--- src/rtl/ute_pkg.sv ---
// shared types, constants and tables for the utc date to epoch seconds block
// no dependencies; used by the encode and decode pipes and the top level
`default_nettype none

package ute_pkg;

  // accepted range of years since 1900, before and after the month carry
  localparam int YEAR_MIN = 69;
  localparam int YEAR_MAX = 139;
  localparam int EPOCH_YEAR = 70;
  localparam int LEAP_BIAS = 17;
  localparam int DAYS_PER_YEAR = 365;

  // days from 1968-01-01 (start of a leap cycle) to 1970-01-01
  localparam int EPOCH_CYCLE_OFS = 731;
  localparam int DAYS_PER_CYCLE = 1461;
  localparam int CYCLE_BASE_YEAR = 68;

  // reciprocals for exact division by constants over the ranges in use
  localparam logic [30:0] RECIP_DIV3 = 31'd715827883;   // 2^31 / 3, rounded up
  localparam logic [24:0] RECIP_DIV675 = 25'd25451659;  // 2^34 / 675, rounded up
  localparam logic [16:0] RECIP_DIV3600 = 17'd74566;    // 2^28 / 3600, rounded up
  localparam logic [14:0] RECIP_DIV1461 = 15'd22967;    // 2^25 / 1461, rounded up
  localparam logic [15:0] RECIP_DIV7 = 16'd37450;       // 2^18 / 7, rounded up
  localparam logic [12:0] RECIP_DIV60 = 13'd4370;       // 2^18 / 60, rounded up

  // encode pipe to decode pipe
  typedef struct packed {
    logic        vld;
    logic        err;
    logic [30:0] secs;
  } enc_out_t;

  // one result beat
  typedef struct packed {
    logic        vld;
    logic [30:0] epoch_seconds;
    logic        error_flag;
    logic [7:0]  norm_year;
    logic [3:0]  norm_month;
    logic [4:0]  norm_mday;
    logic [4:0]  norm_hour;
    logic [5:0]  norm_minute;
    logic [5:0]  norm_second;
    logic [2:0]  week_day;
    logic [8:0]  year_day;
  } dec_out_t;

  // cumulative days before each month, minus one
  function automatic logic signed [9:0] month_base(input logic [3:0] m);
    logic signed [9:0] b;
    case (m)
      4'd0:    b = -10'sd1;
      4'd1:    b = 10'sd30;
      4'd2:    b = 10'sd58;
      4'd3:    b = 10'sd89;
      4'd4:    b = 10'sd119;
      4'd5:    b = 10'sd150;
      4'd6:    b = 10'sd180;
      4'd7:    b = 10'sd211;
      4'd8:    b = 10'sd242;
      4'd9:    b = 10'sd272;
      4'd10:   b = 10'sd303;
      4'd11:   b = 10'sd333;
      default: b = 10'sd364;
    endcase
    return b;
  endfunction

endpackage

`default_nettype wire

--- src/rtl/ute_if.sv ---
// valid/ready channel interfaces for input beats and result beats
// depends on nothing; the top level uses them as its ports
`default_nettype none

interface ute_in_if;
  logic               valid;
  logic               ready;
  logic signed [31:0] year_since_1900;
  logic signed [31:0] month_raw;
  logic signed [31:0] day_of_month;
  logic signed [31:0] hour_raw;
  logic signed [31:0] minute_raw;
  logic signed [31:0] second_raw;

  modport source (output valid, year_since_1900, month_raw, day_of_month, hour_raw,
                  minute_raw, second_raw, input ready);
  modport sink (input valid, year_since_1900, month_raw, day_of_month, hour_raw,
                minute_raw, second_raw, output ready);
endinterface

interface ute_out_if;
  logic        valid;
  logic        ready;
  logic [30:0] epoch_seconds;
  logic        error_flag;
  logic [7:0]  norm_year;
  logic [3:0]  norm_month;
  logic [4:0]  norm_mday;
  logic [4:0]  norm_hour;
  logic [5:0]  norm_minute;
  logic [5:0]  norm_second;
  logic [2:0]  week_day;
  logic [8:0]  year_day;

  modport source (output valid, epoch_seconds, error_flag, norm_year, norm_month, norm_mday,
                  norm_hour, norm_minute, norm_second, week_day, year_day, input ready);
  modport sink (input valid, epoch_seconds, error_flag, norm_year, norm_month, norm_mday,
                norm_hour, norm_minute, norm_second, week_day, year_day, output ready);
endinterface

`default_nettype wire

--- src/rtl/ute_encode.sv ---
// six-stage pipe: year check, month carry, day count, then checked seconds chain
// depends on ute_pkg
`default_nettype none

module ute_encode import ute_pkg::*; (
  input  logic               clk,
  input  logic               rst_n,
  input  logic               adv,
  input  logic               in_vld,
  input  logic signed [31:0] year_i,
  input  logic signed [31:0] mon_i,
  input  logic signed [31:0] mday_i,
  input  logic signed [31:0] hour_i,
  input  logic signed [31:0] min_i,
  input  logic signed [31:0] sec_i,
  output enc_out_t           res
);

  function automatic logic fits32(input logic signed [39:0] v);
    return (v[39:31] == '0) || (v[39:31] == '1);
  endfunction

  // t*24+a or t*60+a, with an overflow flag on top
  function automatic logic [32:0] mac(input logic signed [31:0] t, input logic by60,
                                      input logic signed [31:0] a);
    logic signed [39:0] p;
    logic signed [39:0] s;
    p = by60 ? ((40'(t) <<< 6) - (40'(t) <<< 2)) : ((40'(t) <<< 4) + (40'(t) <<< 3));
    s = p + 40'(a);
    return {!fits32(p) || !fits32(s), s[31:0]};
  endfunction

  logic [6:1] v_r, e_r;

  // stage 1
  logic [31:0] abs_mon;
  logic [60:0] qprod;
  logic        yr_ok;
  logic [7:0]  yr1_r;
  logic        neg1_r;
  logic [31:0] abs1_r;
  logic [27:0] q1_r;

  // stage 2
  logic [31:0]        r32;
  logic [3:0]         rem4;
  logic signed [29:0] qx, dlt, nyear;
  logic               yr2_ok;
  logic [3:0]         mon2;
  logic [7:0]         yr2_r;
  logic [3:0]         mon2_r;

  // stage 3
  logic signed [16:0] days;
  logic signed [32:0] t33;
  logic               leap;

  // seconds chain
  logic signed [31:0] t3_r, t4_r, t5_r, t6_r;
  logic [32:0]        m4, m5, m6;

  // passengers
  logic signed [31:0] mday1_r, mday2_r;
  logic signed [31:0] hour1_r, hour2_r, hour3_r;
  logic signed [31:0] min1_r, min2_r, min3_r, min4_r;
  logic signed [31:0] sec1_r, sec2_r, sec3_r, sec4_r, sec5_r;

  assign yr_ok = (year_i >= YEAR_MIN) && (year_i <= YEAR_MAX);
  assign abs_mon = mon_i[31] ? 32'(-mon_i) : 32'(mon_i);
  assign qprod = 61'(abs_mon[31:2]) * 61'(RECIP_DIV3);

  assign r32 = abs1_r - 32'({q1_r, 3'b000}) - 32'({q1_r, 2'b00});
  assign rem4 = r32[3:0];
  assign qx = $signed({2'b00, q1_r});
  assign dlt = neg1_r ? -(qx + $signed({29'd0, rem4 != 4'd0})) : qx;
  assign nyear = $signed({22'd0, yr1_r}) + dlt;
  assign yr2_ok = (nyear >= YEAR_MIN) && (nyear <= YEAR_MAX);
  assign mon2 = !neg1_r ? rem4 : ((rem4 == 4'd0) ? 4'd0 : 4'd12 - rem4);

  assign leap = (yr2_r[1:0] == 2'b00) && (mon2_r > 4'd1);
  assign days = 17'(month_base(mon2_r)) + $signed({16'd0, leap})
              + 17'(($signed({9'd0, yr2_r}) - 17'(EPOCH_YEAR)) * 17'(DAYS_PER_YEAR))
              + $signed({2'b00, 15'((yr2_r - 8'd1) >> 2)}) - 17'(LEAP_BIAS);
  assign t33 = 33'(days) + 33'(mday2_r);

  assign m4 = mac(t3_r, 1'b0, hour3_r);
  assign m5 = mac(t4_r, 1'b1, min4_r);
  assign m6 = mac(t5_r, 1'b1, sec5_r);

  always_ff @(posedge clk) begin
    if (!rst_n) begin
      v_r <= '0;
    end else if (adv) begin
      v_r <= {v_r[5:1], in_vld};
    end
  end

  always_ff @(posedge clk) begin
    if (adv) begin
      e_r[1] <= !yr_ok;
      e_r[2] <= e_r[1] || !yr2_ok;
      e_r[3] <= e_r[2] || (t33[32] != t33[31]);
      e_r[4] <= e_r[3] || m4[32];
      e_r[5] <= e_r[4] || m5[32];
      e_r[6] <= e_r[5] || m6[32] || m6[31];
      yr1_r <= year_i[7:0];
      neg1_r <= mon_i[31];
      abs1_r <= abs_mon;
      q1_r <= qprod[58:31];
      yr2_r <= nyear[7:0];
      mon2_r <= mon2;
      t3_r <= t33[31:0];
      t4_r <= m4[31:0];
      t5_r <= m5[31:0];
      t6_r <= m6[31:0];
      mday1_r <= mday_i;
      mday2_r <= mday1_r;
      hour1_r <= hour_i;
      hour2_r <= hour1_r;
      hour3_r <= hour2_r;
      min1_r <= min_i;
      min2_r <= min1_r;
      min3_r <= min2_r;
      min4_r <= min3_r;
      sec1_r <= sec_i;
      sec2_r <= sec1_r;
      sec3_r <= sec2_r;
      sec4_r <= sec3_r;
      sec5_r <= sec4_r;
    end
  end

  assign res.vld = v_r[6];
  assign res.err = e_r[6];
  assign res.secs = t6_r[30:0];

endmodule

`default_nettype wire

--- src/rtl/ute_decode.sv ---
// six-stage pipe: seconds back to normalized calendar fields by constant reciprocals
// depends on ute_pkg
`default_nettype none

module ute_decode import ute_pkg::*; (
  input  logic     clk,
  input  logic     rst_n,
  input  logic     adv,
  input  enc_out_t enc,
  output dec_out_t res
);

  logic [6:1]  v_r, e_r;
  logic [30:0] t1_r, t2_r, t3_r, t4_r, t5_r;

  // stage 1: day number
  logic [48:0] dprod;
  logic [14:0] days1_r;

  // stage 2: second of day, cycle day, weekday base
  logic [16:0] rem2_r, rem3_r;
  logic [14:0] cd2_r, cd3_r;
  logic [14:0] wd2_r, wd3_r;

  // stage 3: quotients
  logic [33:0] hprod;
  logic [29:0] cprod;
  logic [30:0] wprod;
  logic [4:0]  hr3_r, hr4_r, hr5_r;
  logic [4:0]  q3_r, q4_r;
  logic [12:0] wk3_r;

  // stage 4: remainders
  logic [11:0] ms4_r, ms5_r;
  logic [10:0] r4_r;
  logic [2:0]  wd4_r, wd5_r;

  // stage 5: minute, year, day of year
  logic [24:0] mprod;
  logic [1:0]  yoff;
  logic [10:0] ybase;
  logic [5:0]  min5_r;
  logic [8:0]  yd5_r;
  logic [7:0]  ny5_r;
  logic        lp5_r;

  // stage 6: second, month, day of month
  logic [3:0]        nm;
  logic signed [9:0] mstart;
  logic [5:0]        sec6;
  logic [4:0]        mday6;

  // each quotient is taken from the previous stage so it lines up with its remainder
  assign dprod = 49'(enc.secs[30:7]) * 49'(RECIP_DIV675);
  assign hprod = 34'(rem2_r) * 34'(RECIP_DIV3600);
  assign cprod = 30'(cd2_r) * 30'(RECIP_DIV1461);
  assign wprod = 31'(wd2_r) * 31'(RECIP_DIV7);
  assign mprod = 25'(ms4_r) * 25'(RECIP_DIV60);

  always_comb begin
    yoff = 2'd0;
    ybase = 11'd0;
    if (r4_r >= 11'd1096) begin
      yoff = 2'd3;
      ybase = 11'd1096;
    end else if (r4_r >= 11'd731) begin
      yoff = 2'd2;
      ybase = 11'd731;
    end else if (r4_r >= 11'd366) begin
      yoff = 2'd1;
      ybase = 11'd366;
    end
  end

  // month starts rise, so the month is the count of starts already passed
  always_comb begin
    nm = 4'd0;
    for (int k = 1; k < 12; k++) begin
      if ($signed({1'b0, yd5_r}) >= month_base(4'(k)) + 10'sd1
          + $signed({9'd0, (k > 1) && lp5_r})) begin
        nm = nm + 4'd1;
      end
    end
    mstart = month_base(nm) + 10'sd1 + $signed({9'd0, (nm > 4'd1) && lp5_r});
  end

  assign sec6 = 6'(ms5_r - 12'(min5_r) * 12'd60);
  assign mday6 = 5'($signed({1'b0, yd5_r}) - mstart + 10'sd1);

  always_ff @(posedge clk) begin
    if (!rst_n) begin
      v_r <= '0;
    end else if (adv) begin
      v_r <= {v_r[5:1], enc.vld};
    end
  end

  always_ff @(posedge clk) begin
    if (adv) begin
      e_r <= {e_r[5:1], enc.err};
      t1_r <= enc.secs;
      t2_r <= t1_r;
      t3_r <= t2_r;
      t4_r <= t3_r;
      t5_r <= t4_r;
      days1_r <= dprod[48:34];
      rem2_r <= 17'(t1_r - 31'(days1_r) * 31'd86400);
      cd2_r <= days1_r + 15'(EPOCH_CYCLE_OFS);
      wd2_r <= days1_r + 15'd4;
      rem3_r <= rem2_r;
      cd3_r <= cd2_r;
      wd3_r <= wd2_r;
      hr3_r <= hprod[32:28];
      q3_r <= cprod[29:25];
      wk3_r <= wprod[30:18];
      hr4_r <= hr3_r;
      hr5_r <= hr4_r;
      ms4_r <= 12'(rem3_r - 17'(hr3_r) * 17'd3600);
      r4_r <= 11'(cd3_r - 15'(q3_r) * 15'(DAYS_PER_CYCLE));
      wd4_r <= 3'(wd3_r - 15'(wk3_r) * 15'd7);
      q4_r <= q3_r;
      ms5_r <= ms4_r;
      wd5_r <= wd4_r;
      min5_r <= mprod[23:18];
      yd5_r <= 9'(r4_r - ybase);
      ny5_r <= 8'(CYCLE_BASE_YEAR) + {1'b0, q4_r, 2'b00} + 8'(yoff);
      lp5_r <= (yoff == 2'd0);
      if (e_r[5]) begin
        res.epoch_seconds <= '0;
        res.norm_year <= '0;
        res.norm_month <= '0;
        res.norm_mday <= '0;
        res.norm_hour <= '0;
        res.norm_minute <= '0;
        res.norm_second <= '0;
        res.week_day <= '0;
        res.year_day <= '0;
      end else begin
        res.epoch_seconds <= t5_r;
        res.norm_year <= ny5_r;
        res.norm_month <= nm;
        res.norm_mday <= mday6;
        res.norm_hour <= hr5_r;
        res.norm_minute <= min5_r;
        res.norm_second <= sec6;
        res.week_day <= wd5_r;
        res.year_day <= yd5_r;
      end
    end
  end

  assign res.vld = v_r[6];
  assign res.error_flag = e_r[6];

endmodule

`default_nettype wire

--- src/rtl/utc_date_to_epoch_seconds.sv ---
// top level: broken-down utc time to 32-bit unix seconds and back to calendar fields
// depends on ute_pkg, ute_if, ute_encode and ute_decode
`default_nettype none

// Converts one broken-down UTC time per beat (years since 1900, zero-based month, day,
// hour, minute, second, all signed 32-bit and possibly out of range) into seconds since
// 1970-01-01 and the normalized calendar fields, weekday and day of year. A beat is taken
// every cycle unless a finished result is held back at the output. The result beat comes
// out of the twelve-stage pipeline, whose first stage is loaded by the accepting edge:
// six stages in the encode pipe (month carry by a reciprocal multiply, day count, three
// checked multiply-add steps) and six in the decode pipe (reciprocal divisions by 86400,
// 3600, 1461, 7 and 60 with their remainders, then the month search). All stages advance
// together and stop while a finished result waits, so a stall drops or repeats nothing.
// A year outside 69..139, a 32-bit overflow at any step, or a time before 1970 gives
// error_flag set and every other field zero.

module utc_date_to_epoch_seconds import ute_pkg::*; (
  input  logic  clk,
  input  logic  rst_n,
  ute_in_if.sink    in_if,
  ute_out_if.source out_if
);

  enc_out_t enc;
  dec_out_t dec;
  logic     adv;

  // the whole pipe moves unless the output beat is waiting
  assign adv = !dec.vld || out_if.ready;
  assign in_if.ready = adv;

  ute_encode u_encode (
    .clk    (clk),
    .rst_n  (rst_n),
    .adv    (adv),
    .in_vld (in_if.valid),
    .year_i (in_if.year_since_1900),
    .mon_i  (in_if.month_raw),
    .mday_i (in_if.day_of_month),
    .hour_i (in_if.hour_raw),
    .min_i  (in_if.minute_raw),
    .sec_i  (in_if.second_raw),
    .res    (enc)
  );

  ute_decode u_decode (
    .clk   (clk),
    .rst_n (rst_n),
    .adv   (adv),
    .enc   (enc),
    .res   (dec)
  );

  // result beat straight from the last stage register
  assign out_if.valid = dec.vld;
  assign out_if.epoch_seconds = dec.epoch_seconds;
  assign out_if.error_flag = dec.error_flag;
  assign out_if.norm_year = dec.norm_year;
  assign out_if.norm_month = dec.norm_month;
  assign out_if.norm_mday = dec.norm_mday;
  assign out_if.norm_hour = dec.norm_hour;
  assign out_if.norm_minute = dec.norm_minute;
  assign out_if.norm_second = dec.norm_second;
  assign out_if.week_day = dec.week_day;
  assign out_if.year_day = dec.year_day;

  // an error beat carries nothing but the flag
  a_err_zero: assert property (@(posedge clk) disable iff (!rst_n)
    out_if.valid && out_if.error_flag |->
      out_if.epoch_seconds == '0 && out_if.norm_year == '0 && out_if.norm_mday == '0)
    else $error("error beat with nonzero fields");

  // a good beat has its time of day in range
  a_tod_range: assert property (@(posedge clk) disable iff (!rst_n)
    out_if.valid && !out_if.error_flag |->
      out_if.norm_hour <= 5'd23 && out_if.norm_minute <= 6'd59 &&
      out_if.norm_second <= 6'd59 && out_if.week_day <= 3'd6)
    else $error("time of day out of range");

  // a good beat has a real date inside the epoch window
  a_date_range: assert property (@(posedge clk) disable iff (!rst_n)
    out_if.valid && !out_if.error_flag |->
      out_if.norm_year >= 8'd70 && out_if.norm_year <= 8'd138 &&
      out_if.norm_month <= 4'd11 && out_if.norm_mday >= 5'd1 && out_if.year_day <= 9'd365)
    else $error("calendar date out of range");

  // input is held off exactly while a result beat is stalled
  a_backpressure: assert property (@(posedge clk) disable iff (!rst_n)
    in_if.ready == (!out_if.valid || out_if.ready))
    else $error("input ready disagrees with output stall");

endmodule

`default_nettype wire
--- src/flat_wrapper.sv ---
// flat-port wrapper written by rule: the top's interface ports become plain ports
module utc_date_to_epoch_seconds_flat import ute_pkg::*;
  (clk, rst_n, in_if_valid, in_if_year_since_1900, in_if_month_raw, in_if_day_of_month, in_if_hour_raw, in_if_minute_raw, in_if_second_raw, in_if_ready, out_if_valid, out_if_epoch_seconds, out_if_error_flag, out_if_norm_year, out_if_norm_month, out_if_norm_mday, out_if_norm_hour, out_if_norm_minute, out_if_norm_second, out_if_week_day, out_if_year_day, out_if_ready);
  ute_in_if in_if_i ();
  ute_out_if out_if_i ();
  input  logic clk;
  input  logic rst_n;
  input wire logic [$bits(in_if_i.valid)-1:0] in_if_valid;
  input wire logic [$bits(in_if_i.year_since_1900)-1:0] in_if_year_since_1900;
  input wire logic [$bits(in_if_i.month_raw)-1:0] in_if_month_raw;
  input wire logic [$bits(in_if_i.day_of_month)-1:0] in_if_day_of_month;
  input wire logic [$bits(in_if_i.hour_raw)-1:0] in_if_hour_raw;
  input wire logic [$bits(in_if_i.minute_raw)-1:0] in_if_minute_raw;
  input wire logic [$bits(in_if_i.second_raw)-1:0] in_if_second_raw;
  output wire logic [$bits(in_if_i.ready)-1:0] in_if_ready;
  output wire logic [$bits(out_if_i.valid)-1:0] out_if_valid;
  output wire logic [$bits(out_if_i.epoch_seconds)-1:0] out_if_epoch_seconds;
  output wire logic [$bits(out_if_i.error_flag)-1:0] out_if_error_flag;
  output wire logic [$bits(out_if_i.norm_year)-1:0] out_if_norm_year;
  output wire logic [$bits(out_if_i.norm_month)-1:0] out_if_norm_month;
  output wire logic [$bits(out_if_i.norm_mday)-1:0] out_if_norm_mday;
  output wire logic [$bits(out_if_i.norm_hour)-1:0] out_if_norm_hour;
  output wire logic [$bits(out_if_i.norm_minute)-1:0] out_if_norm_minute;
  output wire logic [$bits(out_if_i.norm_second)-1:0] out_if_norm_second;
  output wire logic [$bits(out_if_i.week_day)-1:0] out_if_week_day;
  output wire logic [$bits(out_if_i.year_day)-1:0] out_if_year_day;
  input wire logic [$bits(out_if_i.ready)-1:0] out_if_ready;
  assign in_if_i.valid = in_if_valid;
  assign in_if_i.year_since_1900 = in_if_year_since_1900;
  assign in_if_i.month_raw = in_if_month_raw;
  assign in_if_i.day_of_month = in_if_day_of_month;
  assign in_if_i.hour_raw = in_if_hour_raw;
  assign in_if_i.minute_raw = in_if_minute_raw;
  assign in_if_i.second_raw = in_if_second_raw;
  assign in_if_ready = in_if_i.ready;
  assign out_if_valid = out_if_i.valid;
  assign out_if_epoch_seconds = out_if_i.epoch_seconds;
  assign out_if_error_flag = out_if_i.error_flag;
  assign out_if_norm_year = out_if_i.norm_year;
  assign out_if_norm_month = out_if_i.norm_month;
  assign out_if_norm_mday = out_if_i.norm_mday;
  assign out_if_norm_hour = out_if_i.norm_hour;
  assign out_if_norm_minute = out_if_i.norm_minute;
  assign out_if_norm_second = out_if_i.norm_second;
  assign out_if_week_day = out_if_i.week_day;
  assign out_if_year_day = out_if_i.year_day;
  assign out_if_i.ready = out_if_ready;
  utc_date_to_epoch_seconds u_core (.clk(clk), .rst_n(rst_n), .in_if(in_if_i), .out_if(out_if_i));
endmodule
--- config.mk ---
export PLATFORM = sky130hd
export DESIGN_NAME = utc_date_to_epoch_seconds_flat
export DESIGN_NICKNAME = d
export VERILOG_FILES = /design/src/rtl/ute_pkg.sv /design/src/rtl/ute_if.sv /design/src/rtl/ute_encode.sv /design/src/rtl/ute_decode.sv /design/src/rtl/utc_date_to_epoch_seconds.sv /design/src/flat_wrapper.sv
export SDC_FILE = /design/constraint.sdc
export NUM_CORES = 2
export LEC_CHECK = 0
export BUFFER_PORTS_ARGS = -buffer_cell sky130_fd_sc_hd__buf_2
export CAP_MARGIN = 20
export CORE_UTILIZATION = 65
export DETAILED_ROUTE_END_ITERATION = 10
export GPL_TIMING_DRIVEN = 0
export PLACE_DENSITY = 0.83
export SYNTH_ARGS = -nofsm -noshare
export SYNTH_HDL_FRONTEND = slang
export SYNTH_HIERARCHICAL = 1
export SYNTH_SLANG_ARGS = --single-unit
export TNS_END_PERCENT = 5
--- constraint.sdc ---
create_clock -name clk -period 49.7 [get_ports clk]
set_input_delay 7.455 -clock clk [delete_from_list [all_inputs] [get_ports clk]]
set_output_delay 7.455 -clock clk [all_outputs]
set_load 0.02 [all_outputs]
==> out/qor.yml <==
yosysMostFrequentCell: "inv_1"
dieHeight_um: 372
top_register: "u_core/u_decode/res"
wl_per_cell_um: 19.1
port_buffers: 275
path_buf_inv: 8
grt_usage_pct: 28.1
synth_top_cell_by_area: "edfxtp_1"
netlist_area_sq_mm: 0.0891
slew_viol_final: 0
drv_cap: 0
postSynth.asyncResetShare_pct: 0
antenna_found_initial: 6
yosys_most_used_dff: "edfxtp_1"
clock-sinks: 1045
totalWireLength_um: 190000
synth.avg_cell_area_sq_um: 11.6
worstSkewPairLatency_ns: 0.75
place_congestion: 0.990
grt_pass1_wl_um: 306000
vias: 57000
core_area_sq_mm: 0.136
synth.net_count: 10100
first_pass_iters: 6
ctsRootBufferMaster: "clkbuf_16"
htreeDepth: 3
dpl_cell_area_sq_mm: 0.0932
area_growth_pct: 8.67
relSlewSlack_pct: 25.3
nets: 10500
start_kind: "primary input"
finClkSkew_ns: 0.0481
worst_pin_slew_ns: 1.11
critPathTopFamily: "adder cells"
cp.required_ns: 50.19
yosysSeqAreaShare_pct: 35.0
drc: 0
largest_reg_flops: 75
netlist_top_cells_area: "edfxtp_1 (34%), ha_1 (20%), fa_1 (17%), inv_1 (6.2%), xnor2_1 (3.8%)"
fin_area_sq_mm: 0.0968
status: "complete, no violations"
fin_util_pct: 71.4
period_minus_slack_ns: 18.31
r2r_slack_ns: 38.88
detailed_place_hpwl_um: 154000
postSynthCellCount: 7695
synth_top_area_share_pct: 34.5
finalNonFillerCells: 9978
critPathMostFrequentCell: "fa_1"
path_clk_slew_ns: 0.07
cp-end-kind: "flop"
finalCritPeriodShare_pct: 36.8
rsz0062_at_grt: "no"
crit_type: "in2reg"
synthTopCellsByCount: "inv_1 (1476), ha_1 (1458), edfxtp_1 (1023), fa_1 (748), xnor2_1 (391)"
cts_post_setup_buffers_inserted: 0
synth_cell_types: 109
overflow: 0
min_path_type: "reg2reg"
grt_pass1_vias: 59800
cp_data_arrival_time_ns: 18.81
die-area_sq_mm: 0.139
cts_buffers: 107
vias_per_cell: 5.72
num_rows: 135
synth_warnings: 6
clock_path_buffers: 3
die_w_um: 372
synth-seq-cells: 1045
crit_slowest_cell: "xnor2_1"
drive_gt1_share_pct: 6.93
cts_hold_buf: 0
drt-initial-drc-count: 3818
antenna_left: 0
final_hold_viol_count: 0
synth-edff-count: 1023
place_inst: 9772
timing.fmax_mhz: 54.6
tritoncts: "yes"
io_pins: 276
fin_tns_setup_ns: 0
max_stage_delay_ns: 0.92
initial_core_util_pct: 65.7
setup_viol: 0
cts-resized-gates: 0
crit_fanout: 10
grt_max_degree: 81
==> kinds of logic after synthesis <==
family,Yosys count,synth area share (%)
flip-flops,1045,35.0
AO/OA/AOI/OAI,1183,8.71
XOR/XNOR,550,5.49
adder cells (fa/ha/maj),2206,37.3
buffers and inverters,1538,6.53
multiplexers,53,0.611
AND/OR/NAND/NOR,1120,6.38
==> path summary, 6_finish.rpt <==
| path | start | end | cells past startpoint |
|---|---|---|---|
| worst max-delay path | in_if_month_raw[31] | u_core/u_encode/q1_r[27] | 32 |
| worst min-delay path | u_core/u_encode/hour2_r[17] | u_core/u_encode/hour3_r[17] | 0 |
| worst max register to register | u_core/u_decode/lp5_r | u_core/u_decode/res[33] | 44 |
| worst min register to register | u_core/u_encode/hour2_r[17] | u_core/u_encode/hour3_r[17] | 0 |
==> area by class of cell <==
class	count	area (sq um)
antenna	2	5.00
inverter	1480	5560
buffer	58	263
timing repair buffer	300	1860
sequential	1045	31200
tap	1781	2230
clock inverter	86	872
fill	9327	38800
clock buffer	114	2730
multi-input combinational	5112	52100
==> cell usage in the layout (no fill, tap or decap), types with 194 or more instances in the layout <==
cell | synthesis | layout
inv_1 | 1476 | 1476
ha_1 | 1458 | 1458
edfxtp_1 | 1023 | 1023
fa_1 | 748 | 748
xnor2_1 | 391 | 389
a21oi_1 | 360 | 360
nor2_1 | 284 | 284
buf_2 | 6 | 281
nand2_1 | 241 | 241
o21ai_0 | 194 | 194
==> per-stage QoR <==
stage | setup WS [ns] | hold slack (ns)
after floorplan | 10.30 | 0.400
after global placement | -0.650 | 0.401
after detailed placement | 31.03 | 0.405
after CTS | 31.74 | 0.380
after global routing | 31.22 | 0.416
final | 31.39 | 0.393
==> metal layers <==
layer / wire (um) / global-route usage [%] / vias to the layer above
li1: - / - / 27200
met1: 81400 / 37.3 / 27900
met2: 92000 / 47.4 / 1634
met3: 12000 / 4.92 / 343
met4: 5150 / 7.93 / 2
met5: 12 / 0 / -
==> worst register-to-register path: cells and delay by family, from the launching register on <==
family                     cells  cell delay (ns)
AOI/OAI and AO/OA             13             3.27
xor gates and xnor gates       3             0.35
adders and majority gates      9             2.85
buffers and inverters          2             0.22
DFF                            1             0.46
muxes                          2             0.61
and+or+nand+nor               15             2.74
Power is left out: the tool's default activity adds up to more than one toggle a clock period on the data nets, which glitch-free logic cannot reach.
